==> src/mer_pkg.sv <==
// ----------------------------------------------------------------------------
// Midpoint ellipse rasterizer package
// Field widths, derived datapath widths, input function codes and the walk
// phase type that the rasterizer shares with its users.
// ----------------------------------------------------------------------------
package mer_pkg;

   // Input and output field widths.
   localparam int COORD_BITS = 12;
   localparam int AXIS_BITS  = 11;
   localparam int PIX_BITS   = 14;

   // Squares of a semi-axis, gradient registers and the decision value.
   localparam int SQ_BITS   = 2 * AXIS_BITS;
   localparam int GRAD_BITS = SQ_BITS + COORD_BITS + 2;
   localparam int DEC_BITS  = 64;

   // Shared multiplier: the wide operand is sized for the square of an odd column
   // term, the narrow operand for a squared semi-axis.
   localparam int MUL_A_BITS = 2 * (COORD_BITS + 1);
   localparam int MUL_B_BITS = SQ_BITS;
   localparam int PROD_BITS  = MUL_A_BITS + MUL_B_BITS;

   // Stream payload widths.
   localparam int REQ_DATA_BITS = ((2 * COORD_BITS + 2 * AXIS_BITS + 7) / 8) * 8;
   localparam int RSP_DATA_BITS = ((2 * PIX_BITS + 7) / 8) * 8;
   localparam int RSP_USER_BITS = 2;

   // Input function codes.
   localparam logic FUNC_START   = 1'b0;
   localparam logic FUNC_ADVANCE = 1'b1;

   // Phase of the ellipse walk.
   typedef enum logic [1:0] {
      PH_IDLE = 2'd0,
      PH_R1   = 2'd1,
      PH_R2   = 2'd2
   } phase_type;

endpackage

==> src/midpoint_ellipse_rasterizer.sv <==
// ----------------------------------------------------------------------------
// Midpoint ellipse rasterizer
// Walks one quadrant of an integer ellipse with the midpoint scheme and
// emits the four mirror pixels of each plotted point. One 64-bit adder and
// one multiplier are shared by every step under a small sequencer.
// ----------------------------------------------------------------------------
// Start: squares, gradient and decision value by the shared units; no result.
// Region-1 advance: the compare step starts the pixel emitter; 4 to 6 adder steps
// run overlapped with 4 pixels, and the input is ready once both are done.
// Transition point: the compare step, then six multiplier and adder steps.
// Region-2 advance: 3 to 5 adder steps, then 4 pixel transfers.
// Reset is synchronous: walk and emitter go idle; geometry and decision read zero.
module midpoint_ellipse_rasterizer (
   input  logic                              clock,
   input  logic                              reset,
   // Input stream.
   input  logic                              req_tvalid,
   output logic                              req_tready,
   // req_tdata from bit 0 up: center_x, center_y, semi_a, semi_b, zero fill.
   input  logic [mer_pkg::REQ_DATA_BITS-1:0] req_tdata,
   // req_tuser: func.
   input  logic [0:0]                        req_tuser,
   // Result stream.
   output logic                              rsp_tvalid,
   input  logic                              rsp_tready,
   // rsp_tdata from bit 0 up: pix_x, pix_y, zero fill.
   output logic [mer_pkg::RSP_DATA_BITS-1:0] rsp_tdata,
   // rsp_tuser from bit 0 up: valid_res, done_res.
   output logic [mer_pkg::RSP_USER_BITS-1:0] rsp_tuser,
   output logic                              rsp_tlast
);

   localparam int CB = mer_pkg::COORD_BITS;
   localparam int AB = mer_pkg::AXIS_BITS;
   localparam int PB = mer_pkg::PIX_BITS;
   localparam int SB = mer_pkg::SQ_BITS;
   localparam int GB = mer_pkg::GRAD_BITS;
   localparam int DB = mer_pkg::DEC_BITS;
   localparam int MA = mer_pkg::MUL_A_BITS;
   localparam int MB = mer_pkg::MUL_B_BITS;
   localparam int XB = mer_pkg::PROD_BITS;

   typedef enum logic [4:0] {
      ST_IDLE,
      ST_MUL_ASQ,
      ST_MUL_BSQ,
      ST_MUL_GY,
      ST_INIT_D1,
      ST_INIT_D2,
      ST_CMP,
      ST_R1_GX,
      ST_R1_GY,
      ST_R1_D1,
      ST_R1_D2,
      ST_R1_D3,
      ST_MO1,
      ST_MO2,
      ST_MO3,
      ST_MO4,
      ST_MO5,
      ST_MO6,
      ST_R2_GY,
      ST_R2_GX,
      ST_R2_D0,
      ST_R2_D1,
      ST_R2_D2
   } state_type;

   // Sequencer and ellipse state.
   state_type          state_ff, state_in;
   mer_pkg::phase_type phase_ff, phase_in;
   logic [CB-1:0]      ctr_x_ff, ctr_x_in, ctr_y_ff, ctr_y_in;
   logic [CB-1:0]      off_x_ff, off_x_in, off_y_ff, off_y_in;
   logic [AB-1:0]      semi_a_ff, semi_a_in, semi_b_ff, semi_b_in;
   logic [SB-1:0]      a_sq_ff, a_sq_in, b_sq_ff, b_sq_in;
   logic [SB-2:0]      qa_ff, qa_in;
   logic [GB-1:0]      grad_x_ff, grad_x_in, grad_y_ff, grad_y_in;
   logic [DB-1:0]      dec_ff, dec_in;
   logic [XB-1:0]      prod_ff, prod_in;
   logic               neg_ff, neg_in;

   // Pixel emitter.
   logic               busy_ff, busy_in;
   logic [1:0]         beat_ff, beat_in;
   logic [CB-1:0]      emit_ox_ff, emit_ox_in, emit_oy_ff, emit_oy_in;
   logic [PB-1:0]      pix_x_ff, pix_x_in, pix_y_ff, pix_y_in;
   logic               vld_ff, vld_in, done_ff, done_in, last_ff, last_in;

   // Shared arithmetic.
   logic [DB-1:0]      alu_a, alu_b, alu_res;
   logic               alu_sub;
   logic               mul_en;
   logic [MA-1:0]      mul_a;
   logic [MB-1:0]      mul_b;

   // Emitter start request from the sequencer.
   logic               emit_go, emit_inv, emit_fin;

   logic               req_xfer, rsp_xfer, fin_y;
   logic [SB:0]        qa_sum;
   logic [CB:0]        odd;
   logic [CB-1:0]      dm1;
   logic [1:0]         beat_next;

   // Center plus or minus an offset, wrapped to the pixel width.
   function automatic logic [PB-1:0] pix_calc(input logic [CB-1:0] c,
                                              input logic [CB-1:0] o,
                                              input logic          minus);
      logic [PB-1:0] ce, oe;
      ce = PB'(c);
      oe = PB'(o);
      return minus ? (ce - oe) : (ce + oe);
   endfunction

   assign req_tready = (state_ff == ST_IDLE) && !busy_ff;
   assign req_xfer   = req_tvalid && req_tready;
   assign rsp_xfer   = busy_ff && rsp_tready;

   assign rsp_tvalid = busy_ff;
   assign rsp_tdata  = {(mer_pkg::RSP_DATA_BITS - 2 * PB)'(0), pix_y_ff, pix_x_ff};
   assign rsp_tuser  = {done_ff, vld_ff};
   assign rsp_tlast  = last_ff;

   // One adder for every accumulate, decrement and compare step.
   assign alu_res = alu_a + (alu_sub ? ~alu_b : alu_b) + DB'(alu_sub);

   assign fin_y     = (off_y_ff == '0);
   assign odd       = {off_x_ff, 1'b1};
   assign dm1       = fin_y ? CB'(1) : (off_y_ff - CB'(1));
   assign qa_sum    = (SB + 1)'(prod_ff[SB-1:0]) + (SB + 1)'(2);
   assign beat_next = beat_ff + 2'd1;

   // Sequencer: next state of the walk and the shared unit's operands.
   always_comb begin
      state_in  = state_ff;
      phase_in  = phase_ff;
      ctr_x_in  = ctr_x_ff;
      ctr_y_in  = ctr_y_ff;
      off_x_in  = off_x_ff;
      off_y_in  = off_y_ff;
      semi_a_in = semi_a_ff;
      semi_b_in = semi_b_ff;
      a_sq_in   = a_sq_ff;
      b_sq_in   = b_sq_ff;
      qa_in     = qa_ff;
      grad_x_in = grad_x_ff;
      grad_y_in = grad_y_ff;
      dec_in    = dec_ff;
      neg_in    = neg_ff;
      alu_a     = dec_ff;
      alu_b     = '0;
      alu_sub   = 1'b0;
      mul_en    = 1'b0;
      mul_a     = '0;
      mul_b     = '0;
      emit_go   = 1'b0;
      emit_inv  = 1'b0;
      emit_fin  = 1'b0;

      unique case (state_ff)
         ST_IDLE: begin
            if (req_xfer) begin
               if (req_tuser[0] == mer_pkg::FUNC_START) begin
                  ctr_x_in  = req_tdata[CB-1:0];
                  ctr_y_in  = req_tdata[2*CB-1:CB];
                  semi_a_in = req_tdata[2*CB+AB-1:2*CB];
                  semi_b_in = req_tdata[2*CB+2*AB-1:2*CB+AB];
                  off_x_in  = '0;
                  off_y_in  = CB'(req_tdata[2*CB+2*AB-1:2*CB+AB]);
                  grad_x_in = '0;
                  phase_in  = mer_pkg::PH_R1;
                  state_in  = ST_MUL_ASQ;
               end else begin
                  unique case (phase_ff)
                     mer_pkg::PH_R1: state_in = ST_CMP;
                     mer_pkg::PH_R2: state_in = ST_R2_GY;
                     default: begin
                        emit_go  = 1'b1;
                        emit_inv = 1'b1;
                     end
                  endcase
               end
            end
         end
         // Start: squares, gradient and initial decision value.
         ST_MUL_ASQ: begin
            mul_en   = 1'b1;
            mul_a    = MA'(semi_a_ff);
            mul_b    = MB'(semi_a_ff);
            state_in = ST_MUL_BSQ;
         end
         ST_MUL_BSQ: begin
            a_sq_in  = prod_ff[SB-1:0];
            qa_in    = qa_sum[SB:2];
            mul_en   = 1'b1;
            mul_a    = MA'(semi_b_ff);
            mul_b    = MB'(semi_b_ff);
            state_in = ST_MUL_GY;
         end
         ST_MUL_GY: begin
            b_sq_in  = prod_ff[SB-1:0];
            mul_en   = 1'b1;
            mul_a    = MA'(a_sq_ff);
            mul_b    = MB'(semi_b_ff);
            state_in = ST_INIT_D1;
         end
         ST_INIT_D1: begin
            grad_y_in = {prod_ff[GB-2:0], 1'b0};
            alu_a     = DB'(b_sq_ff);
            alu_b     = DB'(qa_ff);
            dec_in    = alu_res;
            state_in  = ST_INIT_D2;
         end
         ST_INIT_D2: begin
            alu_b    = DB'(prod_ff);
            alu_sub  = 1'b1;
            dec_in   = alu_res;
            state_in = ST_IDLE;
         end
         // Region 1 test: grad_x below grad_y keeps stepping the column.
         ST_CMP: begin
            alu_a   = DB'(grad_x_ff);
            alu_b   = DB'(grad_y_ff);
            alu_sub = 1'b1;
            emit_go = 1'b1;
            if (alu_res[DB-1]) begin
               state_in = ST_R1_GX;
            end else begin
               emit_fin = fin_y;
               phase_in = fin_y ? mer_pkg::PH_IDLE : mer_pkg::PH_R2;
               state_in = ST_MO1;
            end
         end
         ST_R1_GX: begin
            alu_a     = DB'(grad_x_ff);
            alu_b     = DB'({b_sq_ff, 1'b0});
            grad_x_in = alu_res[GB-1:0];
            off_x_in  = off_x_ff + CB'(1);
            neg_in    = dec_ff[DB-1];
            state_in  = dec_ff[DB-1] ? ST_R1_D1 : ST_R1_GY;
         end
         ST_R1_GY: begin
            alu_a     = DB'(grad_y_ff);
            alu_b     = DB'({a_sq_ff, 1'b0});
            alu_sub   = 1'b1;
            grad_y_in = alu_res[GB-1:0];
            off_y_in  = off_y_ff - CB'(1);
            state_in  = ST_R1_D1;
         end
         ST_R1_D1: begin
            alu_b    = DB'(grad_x_ff);
            dec_in   = alu_res;
            state_in = ST_R1_D2;
         end
         ST_R1_D2: begin
            alu_b    = DB'(b_sq_ff);
            dec_in   = alu_res;
            state_in = neg_ff ? ST_IDLE : ST_R1_D3;
         end
         ST_R1_D3: begin
            alu_b    = DB'(grad_y_ff);
            alu_sub  = 1'b1;
            dec_in   = alu_res;
            state_in = ST_IDLE;
         end
         // Region 2 seed: round(b_sq*odd^2/4) + a_sq*dm1^2 - a_sq*b_sq.
         ST_MO1: begin
            mul_en   = 1'b1;
            mul_a    = MA'(odd);
            mul_b    = MB'(odd);
            state_in = ST_MO2;
         end
         ST_MO2: begin
            mul_en   = 1'b1;
            mul_a    = prod_ff[MA-1:0];
            mul_b    = b_sq_ff;
            state_in = ST_MO3;
         end
         ST_MO3: begin
            alu_a    = DB'(prod_ff);
            alu_b    = DB'(2);
            dec_in   = alu_res;
            mul_en   = 1'b1;
            mul_a    = MA'(dm1);
            mul_b    = MB'(dm1);
            state_in = ST_MO4;
         end
         ST_MO4: begin
            dec_in   = {2'b00, dec_ff[DB-1:2]};
            mul_en   = 1'b1;
            mul_a    = prod_ff[MA-1:0];
            mul_b    = a_sq_ff;
            state_in = ST_MO5;
         end
         ST_MO5: begin
            alu_b    = DB'(prod_ff);
            dec_in   = alu_res;
            mul_en   = 1'b1;
            mul_a    = MA'(a_sq_ff);
            mul_b    = b_sq_ff;
            state_in = ST_MO6;
         end
         ST_MO6: begin
            alu_b    = DB'(prod_ff);
            alu_sub  = 1'b1;
            dec_in   = alu_res;
            state_in = ST_IDLE;
         end
         // Region 2: step the row, and the column when the decision is negative.
         ST_R2_GY: begin
            alu_a     = DB'(grad_y_ff);
            alu_b     = DB'({a_sq_ff, 1'b0});
            alu_sub   = 1'b1;
            grad_y_in = alu_res[GB-1:0];
            off_y_in  = off_y_ff - CB'(1);
            neg_in    = dec_ff[DB-1];
            state_in  = dec_ff[DB-1] ? ST_R2_GX : ST_R2_D1;
         end
         ST_R2_GX: begin
            alu_a     = DB'(grad_x_ff);
            alu_b     = DB'({b_sq_ff, 1'b0});
            grad_x_in = alu_res[GB-1:0];
            off_x_in  = off_x_ff + CB'(1);
            state_in  = ST_R2_D0;
         end
         ST_R2_D0: begin
            alu_b    = DB'(grad_x_ff);
            dec_in   = alu_res;
            state_in = ST_R2_D1;
         end
         ST_R2_D1: begin
            alu_b    = DB'(grad_y_ff);
            alu_sub  = 1'b1;
            dec_in   = alu_res;
            state_in = ST_R2_D2;
         end
         ST_R2_D2: begin
            alu_b    = DB'(a_sq_ff);
            dec_in   = alu_res;
            emit_go  = 1'b1;
            emit_fin = fin_y;
            if (fin_y) begin
               phase_in = mer_pkg::PH_IDLE;
            end
            state_in = ST_IDLE;
         end
         default: begin
            state_in = ST_IDLE;
         end
      endcase
   end

   // Shared multiplier, registered; the product holds when it is not used.
   assign prod_in = mul_en ? (XB'(mul_a) * XB'(mul_b)) : prod_ff;

   // Pixel emitter: four mirror pixels, or one invalid result.
   always_comb begin
      busy_in    = busy_ff;
      beat_in    = beat_ff;
      emit_ox_in = emit_ox_ff;
      emit_oy_in = emit_oy_ff;
      pix_x_in   = pix_x_ff;
      pix_y_in   = pix_y_ff;
      vld_in     = vld_ff;
      done_in    = done_ff;
      last_in    = last_ff;
      if (emit_go) begin
         busy_in    = 1'b1;
         beat_in    = 2'd0;
         emit_ox_in = off_x_ff;
         emit_oy_in = off_y_ff;
         if (emit_inv) begin
            pix_x_in = '0;
            pix_y_in = '0;
            vld_in   = 1'b0;
            done_in  = 1'b0;
            last_in  = 1'b1;
         end else begin
            pix_x_in = pix_calc(ctr_x_ff, off_x_ff, 1'b0);
            pix_y_in = pix_calc(ctr_y_ff, off_y_ff, 1'b0);
            vld_in   = 1'b1;
            done_in  = emit_fin;
            last_in  = 1'b0;
         end
      end else if (rsp_xfer) begin
         if (last_ff) begin
            busy_in = 1'b0;
         end else begin
            beat_in  = beat_next;
            pix_x_in = pix_calc(ctr_x_ff, emit_ox_ff, beat_next[1]);
            pix_y_in = pix_calc(ctr_y_ff, emit_oy_ff, beat_next[0]);
            last_in  = (beat_next == 2'd3);
         end
      end
   end

   // State and registered outputs.
   always_ff @(posedge clock) begin
      if (reset) begin
         state_ff  <= ST_IDLE;
         phase_ff  <= mer_pkg::PH_IDLE;
         ctr_x_ff  <= '0;
         ctr_y_ff  <= '0;
         off_x_ff  <= '0;
         off_y_ff  <= '0;
         a_sq_ff   <= '0;
         b_sq_ff   <= '0;
         grad_x_ff <= '0;
         grad_y_ff <= '0;
         dec_ff    <= '0;
         busy_ff   <= 1'b0;
      end else begin
         state_ff  <= state_in;
         phase_ff  <= phase_in;
         ctr_x_ff  <= ctr_x_in;
         ctr_y_ff  <= ctr_y_in;
         off_x_ff  <= off_x_in;
         off_y_ff  <= off_y_in;
         a_sq_ff   <= a_sq_in;
         b_sq_ff   <= b_sq_in;
         grad_x_ff <= grad_x_in;
         grad_y_ff <= grad_y_in;
         dec_ff    <= dec_in;
         busy_ff   <= busy_in;
      end
      semi_a_ff  <= semi_a_in;
      semi_b_ff  <= semi_b_in;
      qa_ff      <= qa_in;
      prod_ff    <= prod_in;
      neg_ff     <= neg_in;
      beat_ff    <= beat_in;
      emit_ox_ff <= emit_ox_in;
      emit_oy_ff <= emit_oy_in;
      pix_x_ff   <= pix_x_in;
      pix_y_ff   <= pix_y_in;
      vld_ff     <= vld_in;
      done_ff    <= done_in;
      last_ff    <= last_in;
   end

endmodule

==> config.mk <==
export PLATFORM = sky130hd
export DESIGN_NAME = midpoint_ellipse_rasterizer
export DESIGN_NICKNAME = d
export VERILOG_FILES = /design/src/mer_pkg.sv /design/src/midpoint_ellipse_rasterizer.sv
export SDC_FILE = /design/constraint.sdc
export NUM_CORES = 2
export LEC_CHECK = 0
export BUFFER_PORTS_ARGS = -buffer_cell sky130_fd_sc_hd__buf_4
export CORE_ASPECT_RATIO = 1.25
export CORE_MARGIN = 4
export CORE_UTILIZATION = 53
export CTS_BUF_LIST = sky130_fd_sc_hd__clkbuf_4 sky130_fd_sc_hd__clkbuf_8
export DETAILED_ROUTE_END_ITERATION = 7
export GPL_TIMING_DRIVEN = 1
export PLACE_DENSITY = 0.69
export SYNTH_ARGS = -nofsm -noshare
export SYNTH_HDL_FRONTEND = slang
export SYNTH_SLANG_ARGS = --single-unit
==> constraint.sdc <==
create_clock -name clock -period 13.41 [get_ports clock]
set_clock_uncertainty 0.15 [all_clocks]
set_input_delay 2.682 -clock clock [delete_from_list [all_inputs] [get_ports clock]]
set_output_delay 2.682 -clock clock [all_outputs]
set_load 0.01 [all_outputs]
==> impl_table.tex <==
\begin{tabular}{lr}
\hline
Metric & Value \\
\hline
\multicolumn{2}{l}{\textbf{GRT}} \\
\quad Total Routing Usage GR & 30.8\% \\
\quad Wire length of the first global-routing pass & 213000 um \\
\quad Largest net degree at the start of global routing & 107 \\
\quad Global-route track usage on met3 & 4.45\% \\
\quad M1 GR Usage & 38.3\% \\
\quad Met2 GRT Util & 51.7\% \\
\quad Initial antenna violation count & 2 \\
\quad Top Usage Layer GRT & met2 \\
\quad Total gr overflow & 0 \\
\quad Via count of the first global-routing pass & 38434 \\
\multicolumn{2}{l}{\textbf{Timing}} \\
\quad Transition time at the pin with the least slew margin & 1.36 ns \\
\quad Crit path time final & 11.90 ns \\
\quad Slew HR & 9.38\% \\
\quad Maximum frequency from static timing analysis & 84.0 MHz \\
\quad Worst Hold Margin & 0.319 ns \\
\quad Count of final hold-check violations & 0 \\
\quad Final Max Slew Viols & 0 \\
\quad Setup violators final & 0 \\
\quad RSZ-0062 raised after global routing & no \\
\quad TNS Setup & 0 ns \\
\quad Period utilisation layout & 88.7\% \\
\multicolumn{2}{l}{\textbf{Floorplan}} \\
\quad IO Count & 90 \\
\quad Number of placement rows & 116 \\
\quad Die area & 0.0864 sq mm \\
\quad Initial cell density of the core & 53.8\% \\
\quad Die span in x & 264 um \\
\quad Vertical die dimension & 328 um \\
\quad Core region area & 0.0806 sq mm \\
\multicolumn{2}{l}{\textbf{Route}} \\
\quad Total wire length after detailed routing & 135000 um \\
\quad Iter 0 DRT Violations & 3810 \\
\quad Routed length per placed instance & 21.8 um \\
\quad Drc violations & 13 \\
\quad DR vias & 38051 \\
\quad Average vias per placed instance & 6.15 \\
\quad Antenna violation net count after detailed routing & 0 \\
\quad Number of iterations in the first detailed-routing pass & 8 \\
\multicolumn{2}{l}{\textbf{Synth}} \\
\quad Mapped Area & 0.0433 sq mm \\
\quad Synthesized instance count & 5177 \\
\quad Number of enable-type register cells in the synthesized netlist & 147 \\
\quad Share of flip-flops with an asynchronous set or reset & 0\% \\
\quad Distinct cells, synth & 93 \\
\quad Sequential-to-total area share from yosys stat & 21.2\% \\
\quad Mean post-synth cell area & 8.36 sq um \\
\quad Flip-flop and latch count after synthesis & 385 \\
\quad Count of warnings emitted by yosys & 0 \\
\quad Commonest register cell after synthesis & sky130\_fd\_sc\_hd\_\_dfxtp\_1 \\
\multicolumn{2}{l}{\textbf{Worst setup path}} \\
\quad Reg2reg end & prod\_ff[41] \\
\quad Worst Path Max Fanout & 14 \\
\quad CP dominant cell by count & sky130\_fd\_sc\_hd\_\_inv\_1 \\
\quad Depth of the most critical reg-to-reg path & 35 \\
\quad Worst setup slack for register-to-register paths & 1.51 ns \\
\quad Sort of element at the end of the critical path & flip-flop \\
\quad Reg-to-Reg Start & off\_y\_ff[0] \\
\quad Worst Path Class, Setup & flip-flop to flip-flop \\
\quad Cell type group with the largest total delay on the critical path & compound AO/OA/AOI/OAI gates \\
\quad Startpoint type of the worst setup path & flip-flop \\
\quad Slowest cell on the critical path & sky130\_fd\_sc\_hd\_\_nand4\_1 \\
\quad Arrival time worst endpoint & 12.16 ns \\
\quad Crit path launch & off\_y\_ff[0] \\
\quad CP required & 13.67 ns \\
\quad Largest stage delay, worst path & 1.00 ns \\
\quad Critical path buffer and inverter count & 6 \\
\multicolumn{2}{l}{\textbf{Power and ir drop}} \\
\quad Power density over the cells & 141 mW/mm\^{}2 \\
\quad Reported leakage power & 0.0204 uW \\
\quad Worst ir drop on vdd & 0.116 mV \\
\multicolumn{2}{l}{\textbf{Worst hold path}} \\
\quad Worst Hold Endpoint & phase\_ff[0] \\
\quad Worst hold path cell count & 2 \\
\quad Startpoint of the lowest-slack hold path & phase\_ff[0] \\
\quad Class of the tightest hold or removal check & flip-flop to flip-flop \\
\multicolumn{2}{l}{\textbf{Status}} \\
\quad Status & complete, but fails checks \\
\quad Violated checks & DRC \\
\multicolumn{2}{l}{\textbf{CTS}} \\
\quad CTS tree & done \\
\quad Hold\_buf cts & 0 \\
\quad \# H-tree levels & 2 \\
\quad Cell at the root of the clock tree & sky130\_fd\_sc\_hd\_\_clkbuf\_8 \\
\quad Clock latency reported for the late side of the worst-skew pair & 0.70 ns \\
\quad Number of buffers between clock root and the deepest sink & 3 \\
\quad Quantity of gates resized following cts & 0 \\
\quad Number of buffers created by CTS & 58 \\
\quad Total clock sinks & 385 \\
\quad Post-CTS Setup Inserts & 0 \\
\quad Worst-path clk slew & 0.07 ns \\
\multicolumn{2}{l}{\textbf{Finish}} \\
\quad Most frequent standard cell in the layout excluding fill and tap cells & sky130\_fd\_sc\_hd\_\_nand2\_1 \\
\quad Post-synthesis to final-layout area growth & 6.18\% \\
\quad Layout cell share with drive strength beyond 1 & 7.04\% \\
\quad Number of inserted filler cells in the final layout & 7423 \\
\quad Total Nets Final & 5916 \\
\quad Most frequent cells in the layout & 891 x sky130\_fd\_sc\_hd\_\_nand2\_1, 609 x sky130\_fd\_sc\_hd\_\_inv\_1, 484 x sky130\_fd\_sc\_hd\_\_fa\_1 \\
\multicolumn{2}{l}{\textbf{Placed design}} \\
\quad Number of buffer cells added on primary ports & 83 \\
\quad RePlAce Congestion & 0.994 \\
\quad Post-DP HPWL & 101000 um \\
\multicolumn{2}{l}{\textbf{Run}} \\
\quad Max-cap violations & 0 \\
\hline
\end{tabular}
-- worst max-delay path by stage --
stage	endpoint	slack, ns	cells after the start
2_1_floorplan	prod_ff[41]	4.06	36
5_1_grt	prod_ff[45]	0.95	35
6_report	prod_ff[41]	1.51	35
4_1_cts	prod_ff[41]	1.70	33
3_3_place_gp	prod_ff[41]	1.89	35
3_5_place_dp	prod_ff[41]	1.75	33
-- flip-flops by register name (all words and copies together) (netlist names), 2 cells and up --
name / flops
grad_x_ff: 36
beat_ff: 2
dec_ff: 64
a_sq_ff: 22
qa_ff: 21
grad_y_ff: 36
emit_ox_ff: 12
ctr_y_ff: 12
phase_ff: 2
semi_a_ff: 11
prod_ff: 48
off_y_ff: 12
pix_x_ff: 14
semi_b_ff: 11
pix_y_ff: 14
ctr_x_ff: 12
state_ff: 5
emit_oy_ff: 12
off_x_ff: 12
b_sq_ff: 22
-- routing by layer --
layer | wire length [um] | share of wire [%] | vias up
met2 | 63700 | 47 | 1789
li1 | - | - | 17161
met4 | 8530 | 6.3 | 0
met3 | 11400 | 8.4 | 444
met1 | 51300 | 38 | 18657
met5 | 0 | 0 | -
-- cells in the mapped netlist (all sizes together), types with 26 or more instances --
master | number | share of area [%]
a211oi | 26 | 0.45
a21o | 100 | 1.7
a21oi | 302 | 3.5
a221oi | 44 | 0.92
a222oi | 83 | 1.9
a22o | 49 | 0.99
a22oi | 61 | 1.1
a311oi | 56 | 1.1
a31oi | 48 | 0.69
and2 | 44 | 0.64
and3 | 42 | 0.61
buf | 54 | 0.65
clkbuf | 279 | 2.4
dfxtp | 238 | 11
edfxtp | 147 | 10
fa | 484 | 22
ha | 302 | 8.7
inv | 614 | 5.3
nand2 | 916 | 8.1
nand3 | 87 | 1.0
nand4 | 32 | 0.46
nor2 | 483 | 4.2
nor2b | 29 | 0.42
nor3 | 41 | 0.47
o21ai | 113 | 1.3
o21bai | 39 | 0.68
xnor2 | 148 | 3.0
xor2 | 73 | 1.5
-- power by group --
group          internal [uW]  leakage, uW  switching (uW)  total [uW]
logic                   1090       0.0164            2270        3360
registers               1640      0.00331             399        2040
clock network            566     0.000674             513        1080
total                   3300       0.0204            3180        6480
-- per-stage QoR --
stage          cell area [sq um]  cells  utilization [%]  setup WS, ns  power (uW)
2_1_floorplan              43300   5180                -          4.06        4240
3_3_place_gp               44700   6079             55.5          1.89        5300
3_5_place_dp               44700   6079             55.5          1.75        5340
4_1_cts                    46000   6187             57.1          1.70        6430
5_1_grt                    46000   6188             57.1         0.945        6870
6_report                   46000   6189             57.1          1.51        6480
-- worst min-delay path: cells and delay by family, from the launching register on --
kind / cells / cell delay (ns)
buffers and inverters: 1 / 0.06
AOI/OAI and AO/OA: 1 / 0.06
DFF: 1 / 0.30
-- area by class of cell --
| class | count | area, sq um | area share, % |
|---|---|---|---|
| well taps | 1062 | 1330 | 2.89 |
| multi-input cells | 3847 | 30600 | 66.6 |
| diodes | 2 | 5.00 | 0.0109 |
| clock inverters | 24 | 213 | 0.463 |
| flip-flops and latches | 385 | 9180 | 20.0 |
| repair buffers | 170 | 1280 | 2.78 |
| clock buffers | 84 | 1050 | 2.28 |
| inverters | 615 | 2310 | 5.02 |
-- kinds of logic after synthesis --
kind of cell    Yosys count  synth area share (%)
mux                      10                 0.234
other cells               1               0.00866
buf+inv                 948                  8.40
compound gates         1059                  17.1
flops                   385                  21.2
simple gates           1767                  17.5
xor+xnor                221                  4.47
fa+ha+maj               786                  31.1
Power figures use the tool's default switching activity.
